$ cat src/rtl/tchp_pkg.sv
// Shared types, codes and character helpers for the trace context header parser.
package tchp_pkg;

  typedef enum logic [1:0] {
    PH_VERSION = 2'd0,
    PH_TRACE   = 2'd1,
    PH_PARENT  = 2'd2,
    PH_FLAGS   = 2'd3
  } phase_e;

  typedef enum logic [2:0] {
    ST_OK          = 3'd0,
    ST_MALFORMED   = 3'd1,
    ST_BAD_VERSION = 3'd2,
    ST_BAD_TRACE   = 3'd3,
    ST_BAD_PARENT  = 3'd4,
    ST_BAD_FLAGS   = 3'd5
  } status_e;

  localparam int unsigned PosW = 7;

  localparam logic [7:0]      CharDash     = 8'h2d;
  localparam logic [15:0]     VersionFf    = 16'h6666;
  localparam logic [15:0]     Version00    = 16'h3030;
  localparam logic [PosW-1:0] VersionLimit = 7'd2;
  localparam logic [PosW-1:0] TraceLimit   = 7'd35;
  localparam logic [PosW-1:0] ParentLimit  = 7'd52;
  // A header is long enough when at least 55 characters arrived, i.e. the
  // last one sits at position 54 or later.
  localparam logic [PosW-1:0] LastPosMin   = 7'd54;
  localparam logic [PosW-1:0] PosMax       = 7'd127;

  typedef struct packed {
    logic       ok;
    logic [3:0] val;
  } hex_t;

  typedef struct packed {
    logic [7:0]      char_code;
    hex_t            hex;
    logic            is_dash;
    logic            is_last;
    logic [PosW-1:0] pos;
  } item_t;

  function automatic hex_t hex_decode(input logic [7:0] c);
    hex_t h;
    h.ok  = 1'b1;
    h.val = 4'd0;
    if (c >= 8'h30 && c <= 8'h39) begin
      h.val = c[3:0];
    end else if ((c >= 8'h61 && c <= 8'h66) || (c >= 8'h41 && c <= 8'h46)) begin
      h.val = c[3:0] + 4'd9;
    end else begin
      h.ok = 1'b0;
    end
    return h;
  endfunction

endpackage

$ cat src/rtl/tchp_front.sv
// Front end: takes header characters, numbers them and classifies each one.
module tchp_front (
  input  logic          clk_i,
  input  logic          rst_ni,
  input  logic          in_valid_i,
  output logic          in_ready_o,
  input  logic [7:0]    char_code_i,
  input  logic          is_last_i,
  output logic          push_o,
  input  logic          queue_ready_i,
  output tchp_pkg::item_t item_o
);

  logic [tchp_pkg::PosW-1:0] pos_q, pos_d;

  assign in_ready_o = queue_ready_i;
  assign push_o     = in_valid_i && queue_ready_i;

  always_comb begin
    item_o.char_code = char_code_i;
    item_o.hex       = tchp_pkg::hex_decode(char_code_i);
    item_o.is_dash   = (char_code_i == tchp_pkg::CharDash);
    item_o.is_last   = is_last_i;
    item_o.pos       = pos_q;
  end

  always_comb begin
    pos_d = pos_q;
    if (push_o) begin
      if (is_last_i) begin
        pos_d = '0;
      end else if (pos_q != tchp_pkg::PosMax) begin
        pos_d = pos_q + 1'b1;
      end
    end
  end

  always_ff @(posedge clk_i or negedge rst_ni) begin
    if (!rst_ni) begin
      pos_q <= '0;
    end else begin
      pos_q <= pos_d;
    end
  end

endmodule

$ cat src/rtl/tchp_queue.sv
// Two-entry queue of classified characters between the front and back ends.
module tchp_queue (
  input  logic            clk_i,
  input  logic            rst_ni,
  input  logic            push_i,
  output logic            ready_o,
  input  tchp_pkg::item_t item_i,
  output logic            valid_o,
  input  logic            pop_i,
  output tchp_pkg::item_t item_o
);

  tchp_pkg::item_t mem_q [2];
  logic            wptr_q, wptr_d;
  logic            rptr_q, rptr_d;
  logic [1:0]      cnt_q, cnt_d;

  assign ready_o = (cnt_q != 2'd2);
  assign valid_o = (cnt_q != 2'd0);
  assign item_o  = mem_q[rptr_q];

  always_comb begin
    wptr_d = push_i ? ~wptr_q : wptr_q;
    rptr_d = pop_i ? ~rptr_q : rptr_q;
    cnt_d  = cnt_q + {1'b0, push_i} - {1'b0, pop_i};
  end

  always_ff @(posedge clk_i) begin
    if (push_i) begin
      mem_q[wptr_q] <= item_i;
    end
  end

  always_ff @(posedge clk_i or negedge rst_ni) begin
    if (!rst_ni) begin
      wptr_q <= 1'b0;
      rptr_q <= 1'b0;
      cnt_q  <= 2'd0;
    end else begin
      wptr_q <= wptr_d;
      rptr_q <= rptr_d;
      cnt_q  <= cnt_d;
    end
  end

endmodule

$ cat src/rtl/tchp_back.sv
// Back end: walks the header fields, checks them and registers the result.
module tchp_back (
  input  logic            clk_i,
  input  logic            rst_ni,
  input  logic            item_valid_i,
  output logic            pop_o,
  input  tchp_pkg::item_t item_i,
  output logic            out_valid_o,
  input  logic            out_ready_i,
  output logic [2:0]      status_o,
  output logic [63:0]     trace_id_hi_o,
  output logic [63:0]     trace_id_low_o,
  output logic [63:0]     parent_span_o,
  output logic            sampled_o
);

  tchp_pkg::phase_e          phase_q, phase_d, f_phase;
  tchp_pkg::status_e         ferr_q, ferr_d, f_ferr, end_status;
  logic [tchp_pkg::PosW-1:0] seg_q, seg_d, f_seg, pos_next;
  logic [15:0]               ver_q, ver_d, f_ver;
  logic [1:0]                verlen_q, verlen_d, f_verlen;
  logic [63:0]               th_q, th_d, f_th;
  logic [63:0]               tl_q, tl_d, f_tl;
  logic                      tbad_q, tbad_d, f_tbad;
  logic [63:0]               pacc_q, pacc_d, f_pacc;
  logic                      pbad_q, pbad_d, f_pbad;
  logic [15:0]               flag_q, flag_d, f_flag;
  logic [1:0]                tcnt_q, tcnt_d, f_tcnt;
  logic                      tdash_q, tdash_d, f_tdash;
  tchp_pkg::hex_t            flag_hi, flag_lo;

  logic                      out_valid_q, out_valid_d;
  logic [2:0]                status_q;
  logic [63:0]               th_out_q, tl_out_q, pacc_out_q;
  logic                      sampled_q;
  logic                      finish;

  assign pop_o    = item_valid_i && (!item_i.is_last || !out_valid_q || out_ready_i);
  assign finish   = pop_o && item_i.is_last;
  assign pos_next = item_i.pos + 1'b1;

  // Field walk for one character, as if it is accepted.
  always_comb begin
    f_ferr   = ferr_q;
    f_seg    = seg_q;
    f_ver    = ver_q;
    f_verlen = verlen_q;
    f_th     = th_q;
    f_tl     = tl_q;
    f_tbad   = tbad_q;
    f_pacc   = pacc_q;
    f_pbad   = pbad_q;
    f_flag   = flag_q;
    f_tcnt   = tcnt_q;
    f_tdash  = tdash_q;
    if (ferr_q == tchp_pkg::ST_OK) begin
      unique case (phase_q)
        tchp_pkg::PH_VERSION: begin
          if (item_i.pos > tchp_pkg::VersionLimit) begin
            f_ferr = tchp_pkg::ST_MALFORMED;
          end else if (item_i.is_dash) begin
            if (verlen_q == 2'd2 && ver_q == tchp_pkg::VersionFf) begin
              f_ferr = tchp_pkg::ST_BAD_VERSION;
            end else begin
              f_seg = pos_next;
            end
          end else if (!item_i.hex.ok) begin
            f_ferr = tchp_pkg::ST_BAD_VERSION;
          end else begin
            f_ver = {ver_q[7:0], item_i.char_code};
            if (verlen_q != 2'd3) begin
              f_verlen = verlen_q + 2'd1;
            end
          end
        end
        tchp_pkg::PH_TRACE: begin
          if (item_i.pos > tchp_pkg::TraceLimit) begin
            f_ferr = tchp_pkg::ST_MALFORMED;
          end else if (item_i.is_dash) begin
            if (tbad_q || seg_q == item_i.pos || (th_q == '0 && tl_q == '0)) begin
              f_ferr = tchp_pkg::ST_BAD_TRACE;
            end else begin
              f_seg = pos_next;
            end
          end else if (!item_i.hex.ok || th_q[63:60] != 4'd0) begin
            f_tbad = 1'b1;
          end else begin
            f_th = {th_q[59:0], tl_q[63:60]};
            f_tl = {tl_q[59:0], item_i.hex.val};
          end
        end
        tchp_pkg::PH_PARENT: begin
          if (item_i.pos > tchp_pkg::ParentLimit) begin
            f_ferr = tchp_pkg::ST_MALFORMED;
          end else if (item_i.is_dash) begin
            if (pbad_q || seg_q == item_i.pos || pacc_q == '0) begin
              f_ferr = tchp_pkg::ST_BAD_PARENT;
            end else begin
              f_seg  = pos_next;
              f_tcnt = 2'd0;
            end
          end else if (!item_i.hex.ok || pacc_q[63:60] != 4'd0) begin
            f_pbad = 1'b1;
          end else begin
            f_pacc = {pacc_q[59:0], item_i.hex.val};
          end
        end
        tchp_pkg::PH_FLAGS: begin
          if (tcnt_q < 2'd2) begin
            f_flag = {flag_q[7:0], item_i.char_code};
          end else if (tcnt_q == 2'd2) begin
            f_tdash = item_i.is_dash;
          end
          if (tcnt_q != 2'd3) begin
            f_tcnt = tcnt_q + 2'd1;
          end
        end
        default: begin
          f_ferr = ferr_q;
        end
      endcase
    end
  end

  // Next field.
  always_comb begin
    f_phase = phase_q;
    if (ferr_q == tchp_pkg::ST_OK && item_i.is_dash) begin
      unique case (phase_q)
        tchp_pkg::PH_VERSION: begin
          if (item_i.pos <= tchp_pkg::VersionLimit &&
              !(verlen_q == 2'd2 && ver_q == tchp_pkg::VersionFf)) begin
            f_phase = tchp_pkg::PH_TRACE;
          end
        end
        tchp_pkg::PH_TRACE: begin
          if (item_i.pos <= tchp_pkg::TraceLimit && !tbad_q && seg_q != item_i.pos &&
              !(th_q == '0 && tl_q == '0)) begin
            f_phase = tchp_pkg::PH_PARENT;
          end
        end
        tchp_pkg::PH_PARENT: begin
          if (item_i.pos <= tchp_pkg::ParentLimit && !pbad_q && seg_q != item_i.pos &&
              pacc_q != '0) begin
            f_phase = tchp_pkg::PH_FLAGS;
          end
        end
        default: begin
          f_phase = phase_q;
        end
      endcase
    end
  end

  // Final status, from the state after the last character.
  always_comb begin
    flag_hi = tchp_pkg::hex_decode(f_flag[15:8]);
    flag_lo = tchp_pkg::hex_decode(f_flag[7:0]);
    if (item_i.pos < tchp_pkg::LastPosMin) begin
      end_status = tchp_pkg::ST_MALFORMED;
    end else if (f_ferr != tchp_pkg::ST_OK) begin
      end_status = f_ferr;
    end else if (f_phase != tchp_pkg::PH_FLAGS) begin
      end_status = tchp_pkg::ST_MALFORMED;
    end else if (f_tcnt < 2'd2) begin
      end_status = tchp_pkg::ST_MALFORMED;
    end else if (f_tcnt == 2'd3 &&
                 ((f_verlen == 2'd2 && f_ver == tchp_pkg::Version00) || !f_tdash)) begin
      end_status = tchp_pkg::ST_MALFORMED;
    end else if (!flag_hi.ok || !flag_lo.ok) begin
      end_status = tchp_pkg::ST_BAD_FLAGS;
    end else begin
      end_status = tchp_pkg::ST_OK;
    end
  end

  // Register update: hold when idle, clear after the last character.
  always_comb begin
    phase_d  = phase_q;
    ferr_d   = ferr_q;
    seg_d    = seg_q;
    ver_d    = ver_q;
    verlen_d = verlen_q;
    th_d     = th_q;
    tl_d     = tl_q;
    tbad_d   = tbad_q;
    pacc_d   = pacc_q;
    pbad_d   = pbad_q;
    flag_d   = flag_q;
    tcnt_d   = tcnt_q;
    tdash_d  = tdash_q;
    if (finish) begin
      phase_d  = tchp_pkg::PH_VERSION;
      ferr_d   = tchp_pkg::ST_OK;
      seg_d    = '0;
      ver_d    = '0;
      verlen_d = '0;
      th_d     = '0;
      tl_d     = '0;
      tbad_d   = 1'b0;
      pacc_d   = '0;
      pbad_d   = 1'b0;
      flag_d   = '0;
      tcnt_d   = '0;
      tdash_d  = 1'b0;
    end else if (pop_o) begin
      phase_d  = f_phase;
      ferr_d   = f_ferr;
      seg_d    = f_seg;
      ver_d    = f_ver;
      verlen_d = f_verlen;
      th_d     = f_th;
      tl_d     = f_tl;
      tbad_d   = f_tbad;
      pacc_d   = f_pacc;
      pbad_d   = f_pbad;
      flag_d   = f_flag;
      tcnt_d   = f_tcnt;
      tdash_d  = f_tdash;
    end
  end

  always_comb begin
    out_valid_d = out_valid_q;
    if (finish) begin
      out_valid_d = 1'b1;
    end else if (out_ready_i) begin
      out_valid_d = 1'b0;
    end
  end

  always_ff @(posedge clk_i or negedge rst_ni) begin
    if (!rst_ni) begin
      phase_q     <= tchp_pkg::PH_VERSION;
      ferr_q      <= tchp_pkg::ST_OK;
      seg_q       <= '0;
      ver_q       <= '0;
      verlen_q    <= '0;
      th_q        <= '0;
      tl_q        <= '0;
      tbad_q      <= 1'b0;
      pacc_q      <= '0;
      pbad_q      <= 1'b0;
      flag_q      <= '0;
      tcnt_q      <= '0;
      tdash_q     <= 1'b0;
      out_valid_q <= 1'b0;
    end else begin
      phase_q     <= phase_d;
      ferr_q      <= ferr_d;
      seg_q       <= seg_d;
      ver_q       <= ver_d;
      verlen_q    <= verlen_d;
      th_q        <= th_d;
      tl_q        <= tl_d;
      tbad_q      <= tbad_d;
      pacc_q      <= pacc_d;
      pbad_q      <= pbad_d;
      flag_q      <= flag_d;
      tcnt_q      <= tcnt_d;
      tdash_q     <= tdash_d;
      out_valid_q <= out_valid_d;
    end
  end

  always_ff @(posedge clk_i) begin
    if (finish) begin
      status_q <= end_status;
      if (end_status == tchp_pkg::ST_OK) begin
        th_out_q   <= f_th;
        tl_out_q   <= f_tl;
        pacc_out_q <= f_pacc;
        sampled_q  <= flag_lo.val[0];
      end else begin
        th_out_q   <= '0;
        tl_out_q   <= '0;
        pacc_out_q <= '0;
        sampled_q  <= 1'b0;
      end
    end
  end

  assign out_valid_o    = out_valid_q;
  assign status_o       = status_q;
  assign trace_id_hi_o  = th_out_q;
  assign trace_id_low_o = tl_out_q;
  assign parent_span_o  = pacc_out_q;
  assign sampled_o      = sampled_q;

`ifndef ASSERT_OFF
  // A waiting result is never overwritten by the next header's end.
  a_no_overwrite: assert property (@(posedge clk_i) disable iff (!rst_ni)
    out_valid_q && !out_ready_i |-> !finish)
    else $error("result overwritten while stalled");

  // A good result always carries a nonzero parent id and trace id.
  a_ok_ids: assert property (@(posedge clk_i) disable iff (!rst_ni)
    out_valid_q && status_q == tchp_pkg::ST_OK |->
      parent_span_o != '0 && (th_out_q != '0 || tl_out_q != '0))
    else $error("ok result with zero id");

  // After a header ends the walk starts over at the version field.
  a_restart: assert property (@(posedge clk_i) disable iff (!rst_ni)
    finish |=> phase_q == tchp_pkg::PH_VERSION && ferr_q == tchp_pkg::ST_OK)
    else $error("parser not cleared after last character");
`endif

endmodule

$ cat src/rtl/trace_context_header_parser_unit.sv
// Top level of the trace context header parser: front end, queue and back end.
//
//   channel  direction  handshake               payload
//   in       input      in_valid_i/in_ready_o   char_code_i, is_last_i
//   out      output     out_valid_o/out_ready_i status_o, trace_id_hi_o,
//                                               trace_id_low_o, parent_span_o, sampled_o
//
// One character is taken per cycle while the queue has room. Each character is
// registered in the two-entry queue before it reaches the back end, and the
// result is valid from the edge at which the last character leaves the queue.
// Reset empties the queue and clears the parser. A stalled result holds only
// the last character of the next header; earlier characters keep flowing until
// the queue fills.
module trace_context_header_parser_unit (
  input  logic        clk_i,
  input  logic        rst_ni,
  input  logic        in_valid_i,
  output logic        in_ready_o,
  input  logic [7:0]  char_code_i,
  input  logic        is_last_i,
  output logic        out_valid_o,
  input  logic        out_ready_i,
  output logic [2:0]  status_o,
  output logic [63:0] trace_id_hi_o,
  output logic [63:0] trace_id_low_o,
  output logic [63:0] parent_span_o,
  output logic        sampled_o
);

  tchp_pkg::item_t front_item, back_item;
  logic            push, queue_ready, queue_valid, pop;

  tchp_front u_front (
    .clk_i        (clk_i),
    .rst_ni       (rst_ni),
    .in_valid_i   (in_valid_i),
    .in_ready_o   (in_ready_o),
    .char_code_i  (char_code_i),
    .is_last_i    (is_last_i),
    .push_o       (push),
    .queue_ready_i(queue_ready),
    .item_o       (front_item)
  );

  tchp_queue u_queue (
    .clk_i  (clk_i),
    .rst_ni (rst_ni),
    .push_i (push),
    .ready_o(queue_ready),
    .item_i (front_item),
    .valid_o(queue_valid),
    .pop_i  (pop),
    .item_o (back_item)
  );

  tchp_back u_back (
    .clk_i         (clk_i),
    .rst_ni        (rst_ni),
    .item_valid_i  (queue_valid),
    .pop_o         (pop),
    .item_i        (back_item),
    .out_valid_o   (out_valid_o),
    .out_ready_i   (out_ready_i),
    .status_o      (status_o),
    .trace_id_hi_o (trace_id_hi_o),
    .trace_id_low_o(trace_id_low_o),
    .parent_span_o (parent_span_o),
    .sampled_o     (sampled_o)
  );

endmodule
$ cat config.mk
export PLATFORM = sky130hd
export DESIGN_NAME = trace_context_header_parser_unit
export DESIGN_NICKNAME = d
export VERILOG_FILES = /design/src/rtl/tchp_pkg.sv /design/src/rtl/tchp_front.sv /design/src/rtl/tchp_queue.sv /design/src/rtl/tchp_back.sv /design/src/rtl/trace_context_header_parser_unit.sv
export SDC_FILE = /design/constraint.sdc
export NUM_CORES = 1
export LEC_CHECK = 0
export BUFFER_PORTS_ARGS = -buffer_cell sky130_fd_sc_hd__buf_4
export CORE_MARGIN = 4
export CORE_UTILIZATION = 25
export DETAILED_ROUTE_END_ITERATION = 8
export PLACE_DENSITY_LB_ADDON = 0.12
export RECOVER_POWER = 50
export SETUP_SLACK_MARGIN = 0.15
export SLEW_MARGIN = 20
export SYNTH_ARGS = -nofsm -noshare
export SYNTH_HDL_FRONTEND = slang
export SYNTH_SLANG_ARGS = --single-unit
$ cat constraint.sdc
create_clock -name clk_i -period 10.1 [get_ports clk_i]
set_clock_uncertainty 0.1 [all_clocks]
set_input_delay 1.01 -clock clk_i [delete_from_list [all_inputs] [get_ports clk_i]]
set_output_delay 1.01 -clock clk_i [all_outputs]
set_load 0.01 [all_outputs]
==> impl_metrics.tcl <==
set metrics [dict create \
    cts_resized 0 \
    cts_hold_buf 0 \
    hold_slack_ns 0.389 \
    setup_viol 0 \
    p_leak_nw 10.1 \
    rows 115 \
    status "finished with violations" \
    synth_common_cells "dfrtp_1 (255), edfxtp_1 (240), nand4_1 (201)" \
    grt_max_degree 155 \
    register_area_sq_um 13600 \
    yosys.area_share.simple_pct 19.4 \
    cts.path.max_buffers 3 \
    finalPower_mw 6.35 \
    syn_area_per_cell_sq_um 12.7 \
    worstPathRequired_ns 10.54 \
    final_core_util_pct 28.9 \
    drc 0 \
    grt_setup_unrepaired "false" \
    place_congestion 0.762 \
    core_area_sq_um 98400 \
    cts_sinks 495 \
    ys_warn_count 0 \
    worstPathArrival_ns 7.32 \
    synthAdderAreaFrac_pct 0.404 \
    worstSetupPathType "reg -> reg" \
    ant_nets 0 \
    first_iter_violations 1073 \
    synth_edf_count 240 \
    worstSkewPairLatency_ns 0.63 \
    hpwl_mm 49.0 \
    diodes 0 \
    end_kind "flip-flop" \
    grt_pass1_vias 17600 \
    p_per_area_nw_per_um2 224 \
    maxCapViolCount 6 \
    area_growth_syn_to_layout_pct 14.6 \
    vias_per_cell 5.12 \
    htreeDepth 2 \
    fin_crit_ns 6.88 \
    cts_buffers 59 \
    clockRootBuffer "clkbuf_16" \
    grt_usage_pct 14.5 \
    place_ws_ns 5.03 \
    synth_async_sr_flop_share_pct 51.5 \
    wl_per_cell_microns 23.0 \
    ys_ff_latch 495 \
    yosys.area.top_type_share_pct 29.1 \
    fin_setup_tns_ns 0 \
    drt_wl_total_mm 77.8 \
    synth.net_count 1971 \
    cp_max_fo 60 \
    synth_mux_area_share_pct 9.84 \
    overflow 0 \
    slew_viol_final 269 \
    dieWidth_microns 323 \
    fill_cells 10300 \
    dr.pass1.iters 5 \
    synth_compound_area_share_pct 10.4 \
    cts_tree "yes" \
    hold_viol_final 0 \
    final.setup.worst_slack_ns 3.22 \
    max_freq_mhz 145 \
    post-cts-setup-buffers 0 \
    fin_nets 2068 \
    clkSlewWorstSetupHoldPaths_ns 0.06 \
    yosys.area.top_type "edfxtp_1" \
    synthTopCellsByArea "edfxtp_1 (29%), dfrtp_1 (26%), mux2_2 (8.3%), nor4_2 (7.5%), a22o_1 (6.7%)" \
    synthFlopType "dfrtp_1" \
    period_share_pct 68.1 \
    io_pins 211 \
    dieArea_sq_um 104000 \
    antenna_found_initial 0 \
    drive_above_1_share_pct 23.1 \
    start_kind "flip-flop" \
    multi_input_area_sq_um 10200 \
    violations "max-capacitance violations, max-slew violations" \
    synth_top_family_by_area "simple AND/OR/NAND/NOR gates" \
    seq_area_frac_synth_pct 54.8 \
    tightest_slew_ns 4.61 \
    ir_drop_mv 0.147 \
    hp-class "reg -> reg" \
    synth_cells 1950 \
    num_vias 17300 \
    synth_xor_xnor_area_share_pct 0.732 \
    max_slew_margin_pct -207 \
    synth.distinct_cells 75 \
    fp.dieH_microns 323 \
    syn_area_sq_um 24800 \
    port_buffers 210 \
    grt_pass1_wl_mm 118 \
    synth_most_common_cell "dfrtp_1" \
    start_util_pct 25.2 \
]
## logic make-up after synthesis
| kind of cell | after synthesis |
|---|---|
| AOI/OAI and AO/OA | 325 |
| adders and majority gates | 8 |
| muxes | 217 |
| and+or+nand+nor | 657 |
| DFF | 495 |
| buffers and inverters | 229 |
| xor gates and xnor gates | 19 |
## placed cells by master (no fill, tap or decap), types with 44 or more instances in the layout
cell type,n
dfrtp_1,254
edfxtp_1,240
clkbuf_1,229
nand4_1,201
a22o_1,189
mux2_2,183
nor4_2,148
nor4_1,101
nand2_1,69
clkbuf_16,60
nor2_1,44
## layout make-up
cell class                      instances  share of cell area (%)
Inverter                               24                   0.361
Clock buffer                           85                    5.90
Multi-Input combinational cell       1226                    35.8
Tap cell                             1287                    5.67
Clock inverter                         25                   0.648
Sequential cell                       495                    47.9
Timing Repair Buffer                  241                    3.73
## per-stage QoR
step,instances,instance area (sq um)
2_1_floorplan,1950,24800
3_3_place_gp,3272,27300
3_5_place_dp,3273,27400
4_1_cts,3383,29200
5_1_grt,3383,28400
6_report,3383,28400
## state kept, by name (all words and copies together), names as in the netlist, 16 cells and up
register,flops
u_back.trace_id_low_o,64
u_back.parent_span_o,64
u_back.th_q,64
u_back.ver_q,16
u_back.tl_q,64
u_back.flag_q,16
u_back.pacc_q,64
u_back.trace_id_hi_o,64
u_queue.mem_q,44
## metal layers
metal | wire length (microns) | track usage (%) | vias up
met4 | 1480 | 3.27 | 0
met2 | 35900 | 23.1 | 321
met5 | 0 | 0 | -
li1 | - | - | 8002
met3 | 2760 | 2.06 | 87
met1 | 37700 | 21.1 | 8899
## power breakdown
part	switching (mW)	leakage (nW)	internal [mW]
Sequential	0.201	5.95	2.58
Clock	0.875	0.923	1.20
Combinational	1.19	3.26	0.307
Total	2.26	10.1	4.09
## worst max-delay path: stages, from the launching register on
cell      delay [ns]
dfrtp_2         0.33
clkbuf_1        1.94
mux2i_1         0.53
o22ai_1         0.81
inv_1           0.49
o21ai_4         0.14
clkbuf_1        2.01
a22o_1          0.38
## final timing paths
kind | to | cells after the start | slack [ns] | start
worst max-delay path | u_back.pacc_q[43]$_DFFE_PN0N_ | 7 | 3.22 | u_queue.rptr_q$_DFFE_PN0P_
worst min-delay path | u_queue.wptr_q$_DFFE_PN0P_ | 1 | 0.39 | u_queue.wptr_q$_DFFE_PN0P_
worst max register to register | u_back.pacc_q[43]$_DFFE_PN0N_ | 7 | 3.22 | u_queue.rptr_q$_DFFE_PN0P_
worst min register to register | u_queue.wptr_q$_DFFE_PN0P_ | 1 | 0.39 | u_queue.wptr_q$_DFFE_PN0P_
max in group asynchronous | u_back.th_q[18]$_DFFE_PN0N_ | 3 | 4.55 | rst_ni
min in group asynchronous | u_back.flag_q[6]$_DFFE_PN0N_ | 1 | 1.96 | rst_ni
(Power assumes the default switching activity.)
